File: config.mk
export PLATFORM = sky130hd
export DESIGN_NAME = coset_graph_table_engine_top
export DESIGN_NICKNAME = d
export VERILOG_FILES = /design/src/rtl/cgte_pkg.sv /design/src/rtl/cgte_ctrl.sv /design/src/rtl/cgte_dp.sv /design/src/rtl/coset_graph_table_engine_top.sv
export SDC_FILE = /design/constraint.sdc
export NUM_CORES = 1
export LEC_CHECK = 0
export ABC_CLOCK_PERIOD_IN_PS = 6950
export CORE_UTILIZATION = 60
export CTS_CLUSTER_SIZE = 16
export DETAILED_ROUTE_END_ITERATION = 10
export DONT_BUFFER_PORTS = 1
export GPL_TIMING_DRIVEN = 0
export HOLD_SLACK_MARGIN = 0.02
export PLACE_DENSITY = 0.76
export SETUP_SLACK_MARGIN = 0.4
export SYNTH_ARGS = -nofsm -noshare
export SYNTH_HDL_FRONTEND = slang
export SYNTH_HIERARCHICAL = 1
export SYNTH_SLANG_ARGS = --single-unit
File: constraint.sdc
create_clock -name clock -period 6.95 [get_ports clock]
set_input_delay 0.695 -clock clock [delete_from_list [all_inputs] [get_ports clock]]
set_output_delay 0.695 -clock clock [all_outputs]
set_load 0.03 [all_outputs]
File: src/rtl/cgte_pkg.sv
// Shared types, sizes and codes for the coset graph table engine.
`default_nettype none

package cgte_pkg;

   // Table geometry
   localparam int MAX_RANK   = 4;
   localparam int DEGREE_CAP = 16;
   localparam int TABLE_SIZE = MAX_RANK * DEGREE_CAP;
   localparam int TIDX_W     = $clog2(TABLE_SIZE);

   // Field widths
   localparam int VERT_W   = 5;
   localparam int LETTER_W = 4;
   localparam int RANK_W   = 3;
   localparam int EDGE_W   = 7;
   localparam int PROD_W   = VERT_W + RANK_W;

   // Request codes
   localparam logic [1:0] REQ_ADD  = 2'd0;
   localparam logic [1:0] REQ_ACT  = 2'd1;
   localparam logic [1:0] REQ_SCAN = 2'd2;

   // Status codes
   localparam logic [1:0] ST_OK       = 2'd0;
   localparam logic [1:0] ST_OCCUPIED = 2'd1;
   localparam logic [1:0] ST_BAD      = 2'd2;

   // Source of a result beat
   localparam logic [1:0] RK_EXEC = 2'd0;
   localparam logic [1:0] RK_ACT  = 2'd1;
   localparam logic [1:0] RK_SCAN = 2'd2;

   localparam logic [RANK_W-1:0] RANK_RESET = 3'd2;

   typedef struct packed {
      logic [1:0]                 req_type;
      logic signed [LETTER_W-1:0] letter;
      logic [VERT_W-1:0]          src_vert;
      logic [VERT_W-1:0]          dst_vert;
   } req_beat_type;

   typedef struct packed {
      logic [1:0]                 status;
      logic [VERT_W-1:0]          target_vertex;
      logic signed [LETTER_W-1:0] slot_letter;
      logic [VERT_W-1:0]          slot_vertex;
      logic [VERT_W-1:0]          degree_now;
      logic [EDGE_W-1:0]          edge_count;
   } rsp_beat_type;

   typedef struct packed {
      logic       capture;
      logic       exec;
      logic       scan_start;
      logic       scan_next;
      logic       load_rsp;
      logic [1:0] rsp_kind;
   } cgte_cmd_type;

   typedef struct packed {
      logic [1:0] req_kind;
      logic       act_bad;
      logic       scan_full;
      logic       scan_end;
      logic       scan_hit;
   } cgte_stat_type;

endpackage

`default_nettype wire

File: src/rtl/cgte_ctrl.sv
// Sequencing state machine for the coset graph table engine.
`default_nettype none

module cgte_ctrl
   import cgte_pkg::*;
(
   input  wire logic          clock,
   input  wire logic          reset,
   input  wire logic          req_valid,
   output logic               req_stall,
   output logic               rsp_valid,
   input  wire logic          rsp_stall,
   input  wire cgte_stat_type stat,
   output cgte_cmd_type       cmd
);

   localparam logic [1:0] S_IDLE = 2'd0;
   localparam logic [1:0] S_EXEC = 2'd1;
   localparam logic [1:0] S_READ = 2'd2;
   localparam logic [1:0] S_SCAN = 2'd3;

   logic [1:0] state_ff, state_in;
   logic       rsp_valid_ff, rsp_valid_in;
   logic       accept;

   // Take a beat only when idle and the result register is free by this edge
   assign req_stall = !((state_ff == S_IDLE) && (!rsp_valid_ff || !rsp_stall));
   assign accept    = req_valid && !req_stall;
   assign rsp_valid = rsp_valid_ff;

   // Next state and datapath commands
   always_comb begin
      state_in = state_ff;
      cmd      = '0;
      case (state_ff)
         S_IDLE: begin
            if (accept) begin
               cmd.capture = 1'b1;
               state_in    = S_EXEC;
            end
         end
         S_EXEC: begin
            case (stat.req_kind)
               REQ_ADD: begin
                  cmd.exec     = 1'b1;
                  cmd.load_rsp = 1'b1;
                  cmd.rsp_kind = RK_EXEC;
                  state_in     = S_IDLE;
               end
               REQ_ACT: begin
                  if (stat.act_bad) begin
                     cmd.load_rsp = 1'b1;
                     cmd.rsp_kind = RK_EXEC;
                     state_in     = S_IDLE;
                  end else begin
                     state_in = S_READ;
                  end
               end
               REQ_SCAN: begin
                  if (stat.scan_full) begin
                     cmd.load_rsp = 1'b1;
                     cmd.rsp_kind = RK_EXEC;
                     state_in     = S_IDLE;
                  end else begin
                     cmd.scan_start = 1'b1;
                     state_in       = S_SCAN;
                  end
               end
               default: begin
                  cmd.load_rsp = 1'b1;
                  cmd.rsp_kind = RK_EXEC;
                  state_in     = S_IDLE;
               end
            endcase
         end
         S_READ: begin
            cmd.load_rsp = 1'b1;
            cmd.rsp_kind = RK_ACT;
            state_in     = S_IDLE;
         end
         S_SCAN: begin
            if (stat.scan_end || stat.scan_hit) begin
               cmd.load_rsp = 1'b1;
               cmd.rsp_kind = RK_SCAN;
               state_in     = S_IDLE;
            end else begin
               cmd.scan_next = 1'b1;
            end
         end
         default: begin
            state_in = S_IDLE;
         end
      endcase
   end

   // Hold the result beat until it is taken
   always_comb begin
      rsp_valid_in = rsp_valid_ff && rsp_stall;
      if (cmd.load_rsp) begin
         rsp_valid_in = 1'b1;
      end
   end

   always_ff @(posedge clock) begin
      if (reset) begin
         state_ff     <= S_IDLE;
         rsp_valid_ff <= 1'b0;
      end else begin
         state_ff     <= state_in;
         rsp_valid_ff <= rsp_valid_in;
      end
   end

endmodule

`default_nettype wire

File: src/rtl/cgte_dp.sv
// Tables, counters, scan cursor and result register of the coset graph table engine.
`default_nettype none

module cgte_dp
   import cgte_pkg::*;
(
   input  wire logic              clock,
   input  wire logic              reset,
   input  wire req_beat_type      req_data,
   input  wire logic              csr_we,
   input  wire logic [RANK_W-1:0] csr_data,
   input  wire cgte_cmd_type      cmd,
   output cgte_stat_type          stat,
   output rsp_beat_type           rsp_data
);

   localparam logic [VERT_W-1:0] DEG_MAX   = VERT_W'(DEGREE_CAP);
   localparam logic [RANK_W-1:0] RANK_MAX  = RANK_W'(MAX_RANK);
   localparam logic [PROD_W-1:0] TAB_LIMIT = PROD_W'(TABLE_SIZE);
   localparam logic [EDGE_W-1:0] EDGE_SAT  = {EDGE_W{1'b1}};

   // Request and state registers
   req_beat_type      req_ff;
   logic [RANK_W-1:0] rank_ff;
   logic [VERT_W-1:0] vc_ff, vc_in;
   logic [EDGE_W-1:0] edges_ff, edges_in;
   logic [TIDX_W-1:0] cursor_ff;

   // Tables: data in memories, occupancy in flip-flops
   logic [VERT_W-1:0]     out_mem [TABLE_SIZE];
   logic [VERT_W-1:0]     in_mem  [TABLE_SIZE];
   logic [TABLE_SIZE-1:0] out_vld_ff;
   logic [TABLE_SIZE-1:0] in_vld_ff;
   logic [VERT_W-1:0]     out_rd_ff, in_rd_ff;
   logic                  act_vld_ff;

   // Scan walker
   logic [TIDX_W:0]   n_ff;
   logic [RANK_W-1:0] l_ff;
   logic [VERT_W-1:0] v_ff;

   rsp_beat_type rsp_ff, rsp_in;

   // Decode
   logic [RANK_W-1:0]   r_eff;
   logic [LETTER_W-1:0] lt, mag;
   logic                neg, mag_ok;
   logic [VERT_W-1:0]   src, dst, vc_next1;
   logic                add_pre_bad, add_ovf, add_occ, add_write, add_grow, is_add;
   logic [PROD_W-1:0]   oi, ii, ai;
   logic [TIDX_W-1:0]   oi_idx, ii_idx, ai_idx;
   logic                act_bad;
   logic [PROD_W-1:0]   prod, limit;
   logic [TIDX_W-1:0]   n_idx;
   logic                past, hit_out, hit_in, scan_end, scan_hit;
   logic [LETTER_W-1:0] lp1;

   always_comb begin
      if (rank_ff == '0) begin
         r_eff = RANK_W'(1);
      end else if (rank_ff > RANK_MAX) begin
         r_eff = RANK_MAX;
      end else begin
         r_eff = rank_ff;
      end
   end

   assign lt       = req_ff.letter;
   assign neg      = lt[LETTER_W-1];
   assign mag      = neg ? (~lt + LETTER_W'(1)) : lt;
   assign mag_ok   = (mag != '0) && (mag <= LETTER_W'(r_eff));
   assign vc_next1 = vc_ff + VERT_W'(1);
   assign is_add   = (req_ff.req_type == REQ_ADD);

   // Add edge: swap endpoints on an inverse letter
   assign src = neg ? req_ff.dst_vert : req_ff.src_vert;
   assign dst = neg ? req_ff.src_vert : req_ff.dst_vert;
   assign add_pre_bad = !mag_ok || (src == '0) || (dst == '0) ||
                        (src > vc_next1) || (dst > vc_next1) ||
                        (src > DEG_MAX) || (dst > DEG_MAX);
   assign oi = PROD_W'(src - VERT_W'(1)) * PROD_W'(r_eff) + PROD_W'(mag - LETTER_W'(1));
   assign ii = PROD_W'(dst - VERT_W'(1)) * PROD_W'(r_eff) + PROD_W'(mag - LETTER_W'(1));
   assign oi_idx    = oi[TIDX_W-1:0];
   assign ii_idx    = ii[TIDX_W-1:0];
   assign add_ovf   = (oi >= TAB_LIMIT) || (ii >= TAB_LIMIT);
   assign add_occ   = out_vld_ff[oi_idx] || in_vld_ff[ii_idx];
   assign add_grow  = cmd.exec && is_add && !add_pre_bad &&
                      ((src > vc_ff) || (dst > vc_ff)) && (vc_ff < DEG_MAX);
   assign add_write = cmd.exec && is_add && !add_pre_bad && !add_ovf && !add_occ;

   // Act by: vertex must already exist
   assign ai = PROD_W'(req_ff.src_vert - VERT_W'(1)) * PROD_W'(r_eff) +
               PROD_W'(mag - LETTER_W'(1));
   assign ai_idx  = ai[TIDX_W-1:0];
   assign act_bad = !mag_ok || (req_ff.src_vert == '0) ||
                    (req_ff.src_vert > vc_ff) || (req_ff.src_vert > DEG_MAX) ||
                    (ai >= TAB_LIMIT);

   // Scan: walk slots from zero, test only from the cursor on
   assign prod     = PROD_W'(r_eff) * PROD_W'(vc_ff);
   assign limit    = (prod > TAB_LIMIT) ? TAB_LIMIT : prod;
   assign n_idx    = n_ff[TIDX_W-1:0];
   assign scan_end = PROD_W'(n_ff) >= limit;
   assign past     = n_ff >= (TIDX_W + 1)'(cursor_ff);
   assign hit_out  = past && !out_vld_ff[n_idx];
   assign hit_in   = past && !in_vld_ff[n_idx];
   assign scan_hit = !scan_end && (hit_out || hit_in);
   assign lp1      = LETTER_W'(l_ff) + LETTER_W'(1);

   assign stat.req_kind  = req_ff.req_type;
   assign stat.act_bad   = act_bad;
   assign stat.scan_full = (prod == PROD_W'(edges_ff));
   assign stat.scan_end  = scan_end;
   assign stat.scan_hit  = scan_hit;

   // Degree and edge count after this cycle
   always_comb begin
      vc_in    = vc_ff;
      edges_in = edges_ff;
      if (add_grow) begin
         vc_in = vc_next1;
      end
      if (add_write && (edges_ff != EDGE_SAT)) begin
         edges_in = edges_ff + EDGE_W'(1);
      end
   end

   // Build the result beat
   always_comb begin
      rsp_in            = '0;
      rsp_in.status     = ST_OK;
      rsp_in.degree_now = vc_in;
      rsp_in.edge_count = edges_in;
      case (cmd.rsp_kind)
         RK_EXEC: begin
            case (req_ff.req_type)
               REQ_ADD: begin
                  if (add_pre_bad || add_ovf) begin
                     rsp_in.status = ST_BAD;
                  end else if (add_occ) begin
                     rsp_in.status = ST_OCCUPIED;
                  end
               end
               REQ_ACT:  rsp_in.status = ST_BAD;
               REQ_SCAN: rsp_in.status = ST_OK;
               default:  rsp_in.status = ST_BAD;
            endcase
         end
         RK_ACT: begin
            if (act_vld_ff) begin
               rsp_in.target_vertex = neg ? in_rd_ff : out_rd_ff;
            end
         end
         RK_SCAN: begin
            if (scan_hit) begin
               rsp_in.slot_letter = hit_out ? lp1 : (~lp1 + LETTER_W'(1));
               rsp_in.slot_vertex = v_ff;
            end
         end
         default: begin
            rsp_in.status = ST_BAD;
         end
      endcase
   end

   assign rsp_data = rsp_ff;

   // Control state
   always_ff @(posedge clock) begin
      if (reset) begin
         rank_ff    <= RANK_RESET;
         vc_ff      <= VERT_W'(1);
         edges_ff   <= '0;
         cursor_ff  <= '0;
         out_vld_ff <= '0;
         in_vld_ff  <= '0;
      end else begin
         if (csr_we) begin
            rank_ff <= csr_data;
         end
         vc_ff    <= vc_in;
         edges_ff <= edges_in;
         if (add_write) begin
            out_vld_ff[oi_idx] <= 1'b1;
            in_vld_ff[ii_idx]  <= 1'b1;
         end
         if (cmd.load_rsp && (cmd.rsp_kind == RK_SCAN) && scan_hit) begin
            cursor_ff <= n_idx;
         end
      end
   end

   // Table memories with registered reads
   always_ff @(posedge clock) begin
      if (add_write) begin
         out_mem[oi_idx] <= dst;
         in_mem[ii_idx]  <= src;
      end
      out_rd_ff  <= out_mem[ai_idx];
      in_rd_ff   <= in_mem[ai_idx];
      act_vld_ff <= neg ? in_vld_ff[ai_idx] : out_vld_ff[ai_idx];
   end

   // Payload registers
   always_ff @(posedge clock) begin
      if (cmd.capture) begin
         req_ff <= req_data;
      end
      if (cmd.load_rsp) begin
         rsp_ff <= rsp_in;
      end
      if (cmd.scan_start) begin
         n_ff <= '0;
         l_ff <= '0;
         v_ff <= VERT_W'(1);
      end else if (cmd.scan_next) begin
         n_ff <= n_ff + (TIDX_W + 1)'(1);
         if (l_ff == (r_eff - RANK_W'(1))) begin
            l_ff <= '0;
            v_ff <= v_ff + VERT_W'(1);
         end else begin
            l_ff <= l_ff + RANK_W'(1);
         end
      end
   end

endmodule

`default_nettype wire

File: src/rtl/coset_graph_table_engine_top.sv
// Top level of the coset graph table engine.
//
//   channel   direction  handshake        payload
//   req_      in         valid / stall    req_beat_type
//   rsp_      out        valid / stall    rsp_beat_type
//   csr_      in         valid / ready    rank, 3 bits
//
// Add edge and rejected requests: the result beat is loaded from the execute state.
// Act by: the result beat waits for the registered read of the table memory.
// Empty slot scan: one slot per cycle through the occupancy flags, up to rank * degree slots
// (64 at rank 4, degree 16); a complete graph answers from the execute state without a scan.
// Synchronous reset clears occupancy flags at once, so no clearing pass is needed.
// A waiting result does not block the next request beat while it is taken that edge.
`default_nettype none

module coset_graph_table_engine_top
   import cgte_pkg::*;
(
   input  wire logic              clock,
   input  wire logic              reset,
   input  wire logic              req_valid,
   output logic                   req_stall,
   input  wire req_beat_type      req_data,
   output logic                   rsp_valid,
   input  wire logic              rsp_stall,
   output rsp_beat_type           rsp_data,
   input  wire logic              csr_valid,
   output logic                   csr_ready,
   input  wire logic [RANK_W-1:0] csr_data
);

   cgte_cmd_type  cmd;
   cgte_stat_type stat;

   assign csr_ready = 1'b1;

   cgte_ctrl u_ctrl (
      .clock     (clock),
      .reset     (reset),
      .req_valid (req_valid),
      .req_stall (req_stall),
      .rsp_valid (rsp_valid),
      .rsp_stall (rsp_stall),
      .stat      (stat),
      .cmd       (cmd)
   );

   cgte_dp u_dp (
      .clock    (clock),
      .reset    (reset),
      .req_data (req_data),
      .csr_we   (csr_valid && csr_ready),
      .csr_data (csr_data),
      .cmd      (cmd),
      .stat     (stat),
      .rsp_data (rsp_data)
   );

endmodule

`default_nettype wire

==> results summary <==
After synthesis, the largest family of logic cells by area is multiplexers. The H-tree depth is 3. The largest incremental delay on the critical path came out at 1030 ps. The clock reaches the later pin of the worst-skew pair after 660 ps. For the finished layout, the period the worst path requires is 6640 ps. The total via count after detailed routing came out at 25900.

For this block, the initial DRC count from the detailed router was 4038. The library cell used most frequently in the layout, excluding fill and tap cells, is edfxtp_1. After detailed placement, the total cell area comes to 41700 µm². Hold repair after CTS inserted 0 buffers. Sorting the synthesized cells by area gives the leading types as edfxtp_1, mux4_2, dfxtp_1. The portion of the clock cycle consumed by the worst path in the final layout came out at 95.5%.

The worst hold path belongs to the class input pin to register. The post-placement setup slack is -1640 ps. The via count of the first global-routing pass is 25800. The final number of setup-violating endpoints came out at 0.

The final setup TNS is 0 ps. Fill cells in the final layout number 3803. The share of post-route cells with drive strength above 1 came out at 34.1%. The area share of the leading cell type in the synthesized netlist came out at 50.8%. In this run the remaining antenna-violating nets after routing total 0. The number of antenna violations at the first check in global routing came out at 4. The slowest stage of the critical path belongs to the cell clkbuf_1. The required time of the critical path came out at 7460 ps. The post-detailed-route DRC marker count is 0. The count of clock tree sinks is 862. The placeable core region is 66200 µm². The count of warnings emitted by yosys came out at 6. The simple-gate area share of the yosys netlist came out at 7.01%.

The library cell occupying the most area in the post-synthesis netlist is edfxtp_1. For this run, the post-layout net count is 2872. The horizontal die dimension came out at 261 µm. The cell area after synthesis came out at 40400 µm². The total iterations of the first detailed-routing run is 6.

The area occupied by multi-input gates came out at 16900 µm². The post-synthesis instance total is 2472. VDD sags by at most 249 µV.

The highest attainable clock frequency came out at 0.151 GHz. The cell sitting at the root of the clock tree is a clkbuf_16. Summing the areas of all xor and xnor instances in the mapped netlist gives 1.48% of the synthesized area.

The worst-case clock skew came out at 26.1 ps. The number of antenna cells inserted is 0. The count of endpoints failing hold in the final timing report came out at 0.

The placer's final routability congestion estimate is 1.01. The total grt overflow came out at 0. The worst setup path category is register to register.

After clock tree synthesis, the clock-pin slew on the worst setup and hold paths is 60 ps. The static power due to leakage is 0.0179 µW. The synthesized area divided by synthesized cell count came out at 16.3 µm². The worst max-slew margin expressed relative to the limit is 8.45%.

The number of core rows came out at 94. The sequential cell area fraction in the yosys report came out at 59.7%. The post-synthesis net count came out at 2628. Entering global routing, the biggest net connects 68 pins. The post-detailed-route via-to-cell ratio is 7.09. In the global route stage, overall resource usage came out at 36.7%. The design draws 16600 µW. The flow ran to the end, and the final reports show no timing, DRC or antenna violations. The count of input and output buffers came out at 0. At the worst endpoint, the arrival time is 7150 ps. The reported max-cap violation count came out at 0. The count of final max-slew check failures is 0. The largest buffer count on any clock path came out at 3. The half-perimeter wire length after detailed placement is 80100 µm. The number of buffers inserted during clock tree synthesis is 88.

The maximum net fanout on the critical path is 10. The overall routed net length is 123000 µm. The share of the synthesized area in compound gates (AO/OA/AOI/OAI) came out at 5.88%. The total die area came out at 68400 µm². The number of synthesized register bits came out at 862. The summed area of non-filler cells in the final layout came out at 48400 µm². The power per unit of standard cell area came out at 342 nW/µm².

Traced cell by cell, the critical path runs through inv_1 -> ha_1 -> nand2_1 -> o21ai_0 -> inv_1 -> ha_1 -> inv_1 -> ha_1 -> ha_1 -> clkbuf_1 -> clkbuf_1 -> clkbuf_1 -> mux4_2 -> mux4_2 -> mux4_2. The final setup slack of the worst path came out at 310 ps. The fraction of synthesized area in multiplexers is 18.5%. The floorplan step set the die height to 261 µm. The average detailed-routed wire length per instance is 33.5 µm. The first global-routing pass estimated 178000 µm of wire. The effective utilization at floorplan came out at 61.0%. The synthesized netlist devotes 4.78% of its cell area to adder and majority cells.

In this run, distinct cell masters in the synthesized netlist total 87. In this design, the critical path's most frequently occurring cell is ha_1. The TritonCTS clock tree is done. The flip-flop and latch area is 24100 µm². In the layout the commonest cells are edfxtp_1, mux4_2, dfxtp_1. Setup repair after global routing could not meet its margin everywhere. STA classifies the critical path startpoint as a register. The worst setup path is captured at a register. The proportion of register bits with asynchronous set or reset after synthesis is 0%. The number of enable-type register cells in the synthesized netlist came out at 684. Among all flip-flop cells after synthesis, the most frequent one is edfxtp_1.

The growth of design area from synthesis to finish is 19.8%. At the pin with the least slew margin, the transition time is 1370 ps. The number of ports placed on the die boundary is 55.
==> synthesized netlist by cell type (21+ instances only) <==
library cell,number
buf_2,30
nor2_1,106
nand3_1,28
o21ba_1,47
o21ba_2,78
clkbuf_1,78
nand2_1,83
dfxtp_1,178
nor2b_1,33
xnor2_1,31
inv_1,91
xor2_1,32
mux2i_1,51
fa_1,37
a21oi_1,36
nand2b_1,39
nor3_1,97
ha_1,95
nor4_2,21
edfxtp_1,684
buf_1,30
mux4_2,301
==> final timing paths <==
kind / start / endpoint / slack, ps / depth (start not counted)
worst min-delay path: reset / u_ctrl/state_ff[1] / 110 / 1
worst min register to register: u_dp/cursor_ff[5] / u_dp/cursor_ff[5] / 480 / 2
worst max register to register: u_dp/lt[0] / u_dp/out_rd_ff[2] / 310 / 15
worst max-delay path: u_dp/lt[0] / u_dp/out_rd_ff[2] / 310 / 15
==> cell type report <==
cell class              count  area share, %
flip-flops and latches    862           49.8
plain buffers             155           1.73
repair inverters            1         0.0155
repair buffers            154           4.34
clock buffers             109           4.73
multi-input cells        1361           35.0
well taps                 864           2.23
clock inverters            57           1.35
inverters                  93          0.753
==> metrics by stage <==
step                      cells  hold WS (ps)  util [%]
final                      3656           107      73.1
after CTS                  3636          79.2      72.4
after detailed placement   3347           466      63.0
after global placement     3336           463      62.6
after global routing       3656          89.1      73.1
after floorplan            2472           452         -
==> timing repair <==
item                       in CTS  in global routing
pin swaps                     120                 22
setup endpoints to repair     858                830
gates cloned                    1                  1
resized for setup             291                 63
setup buffers                 123                 18
==> registers in the layout, indices dropped and copies added, names as in the netlist, 2 cells and up <==
name and count:
u_dp/stat 2, u_dp/lt 4, u_dp/out_rd_ff 5, u_dp/in_vld_ff 64, u_dp/vc_ff 5, u_dp/in_rd_ff 5, u_dp/in_mem 320, u_ctrl/state_ff 2
u_dp/cursor_ff 6, u_dp/v_ff 5, u_dp/n_ff 7, u_dp/rsp_data 28, u_dp/edges_ff 7, u_dp/out_vld_ff 64, u_dp/req_ff 10, u_dp/out_mem 320
u_dp/rank_ff 3, u_dp/l_ff 3
==> logic make-up after synthesis <==
group / Yosys count
multiplexers: 370
flip-flops: 862
AO/OA/AOI/OAI: 286
XOR/XNOR: 65
AND/OR/NAND/NOR: 507
other: 1
adder cells (fa/ha/maj): 132
buffers and inverters: 249
==> per-layer routing <==
layer,track usage [%],part of all wire [%],wire length (µm)
met1,50.8,37,44900
met2,55.8,46,55900
met3,8.66,12,14800
met4,17.1,5.6,6920
met5,0,0.0090,11
==> report_power, final <==
part           switching, µW  total (µW)  internal (µW)
combinational           4050        5970           1920
sequential              53.8        5740           5690
clock                   2090        4840           2760
==> worst max-delay path, delay by kind of cell (launching register included) <==
family	cells	cell delay, ps
multiplexers	3	1610
flip-flops	1	450
AND/OR/NAND/NOR	1	100
AO/OA/AOI/OAI	1	180
adder cells (fa/ha/maj)	4	1150
buffers and inverters	6	2980
No activity file was read; power rests on OpenSTA's default activity.
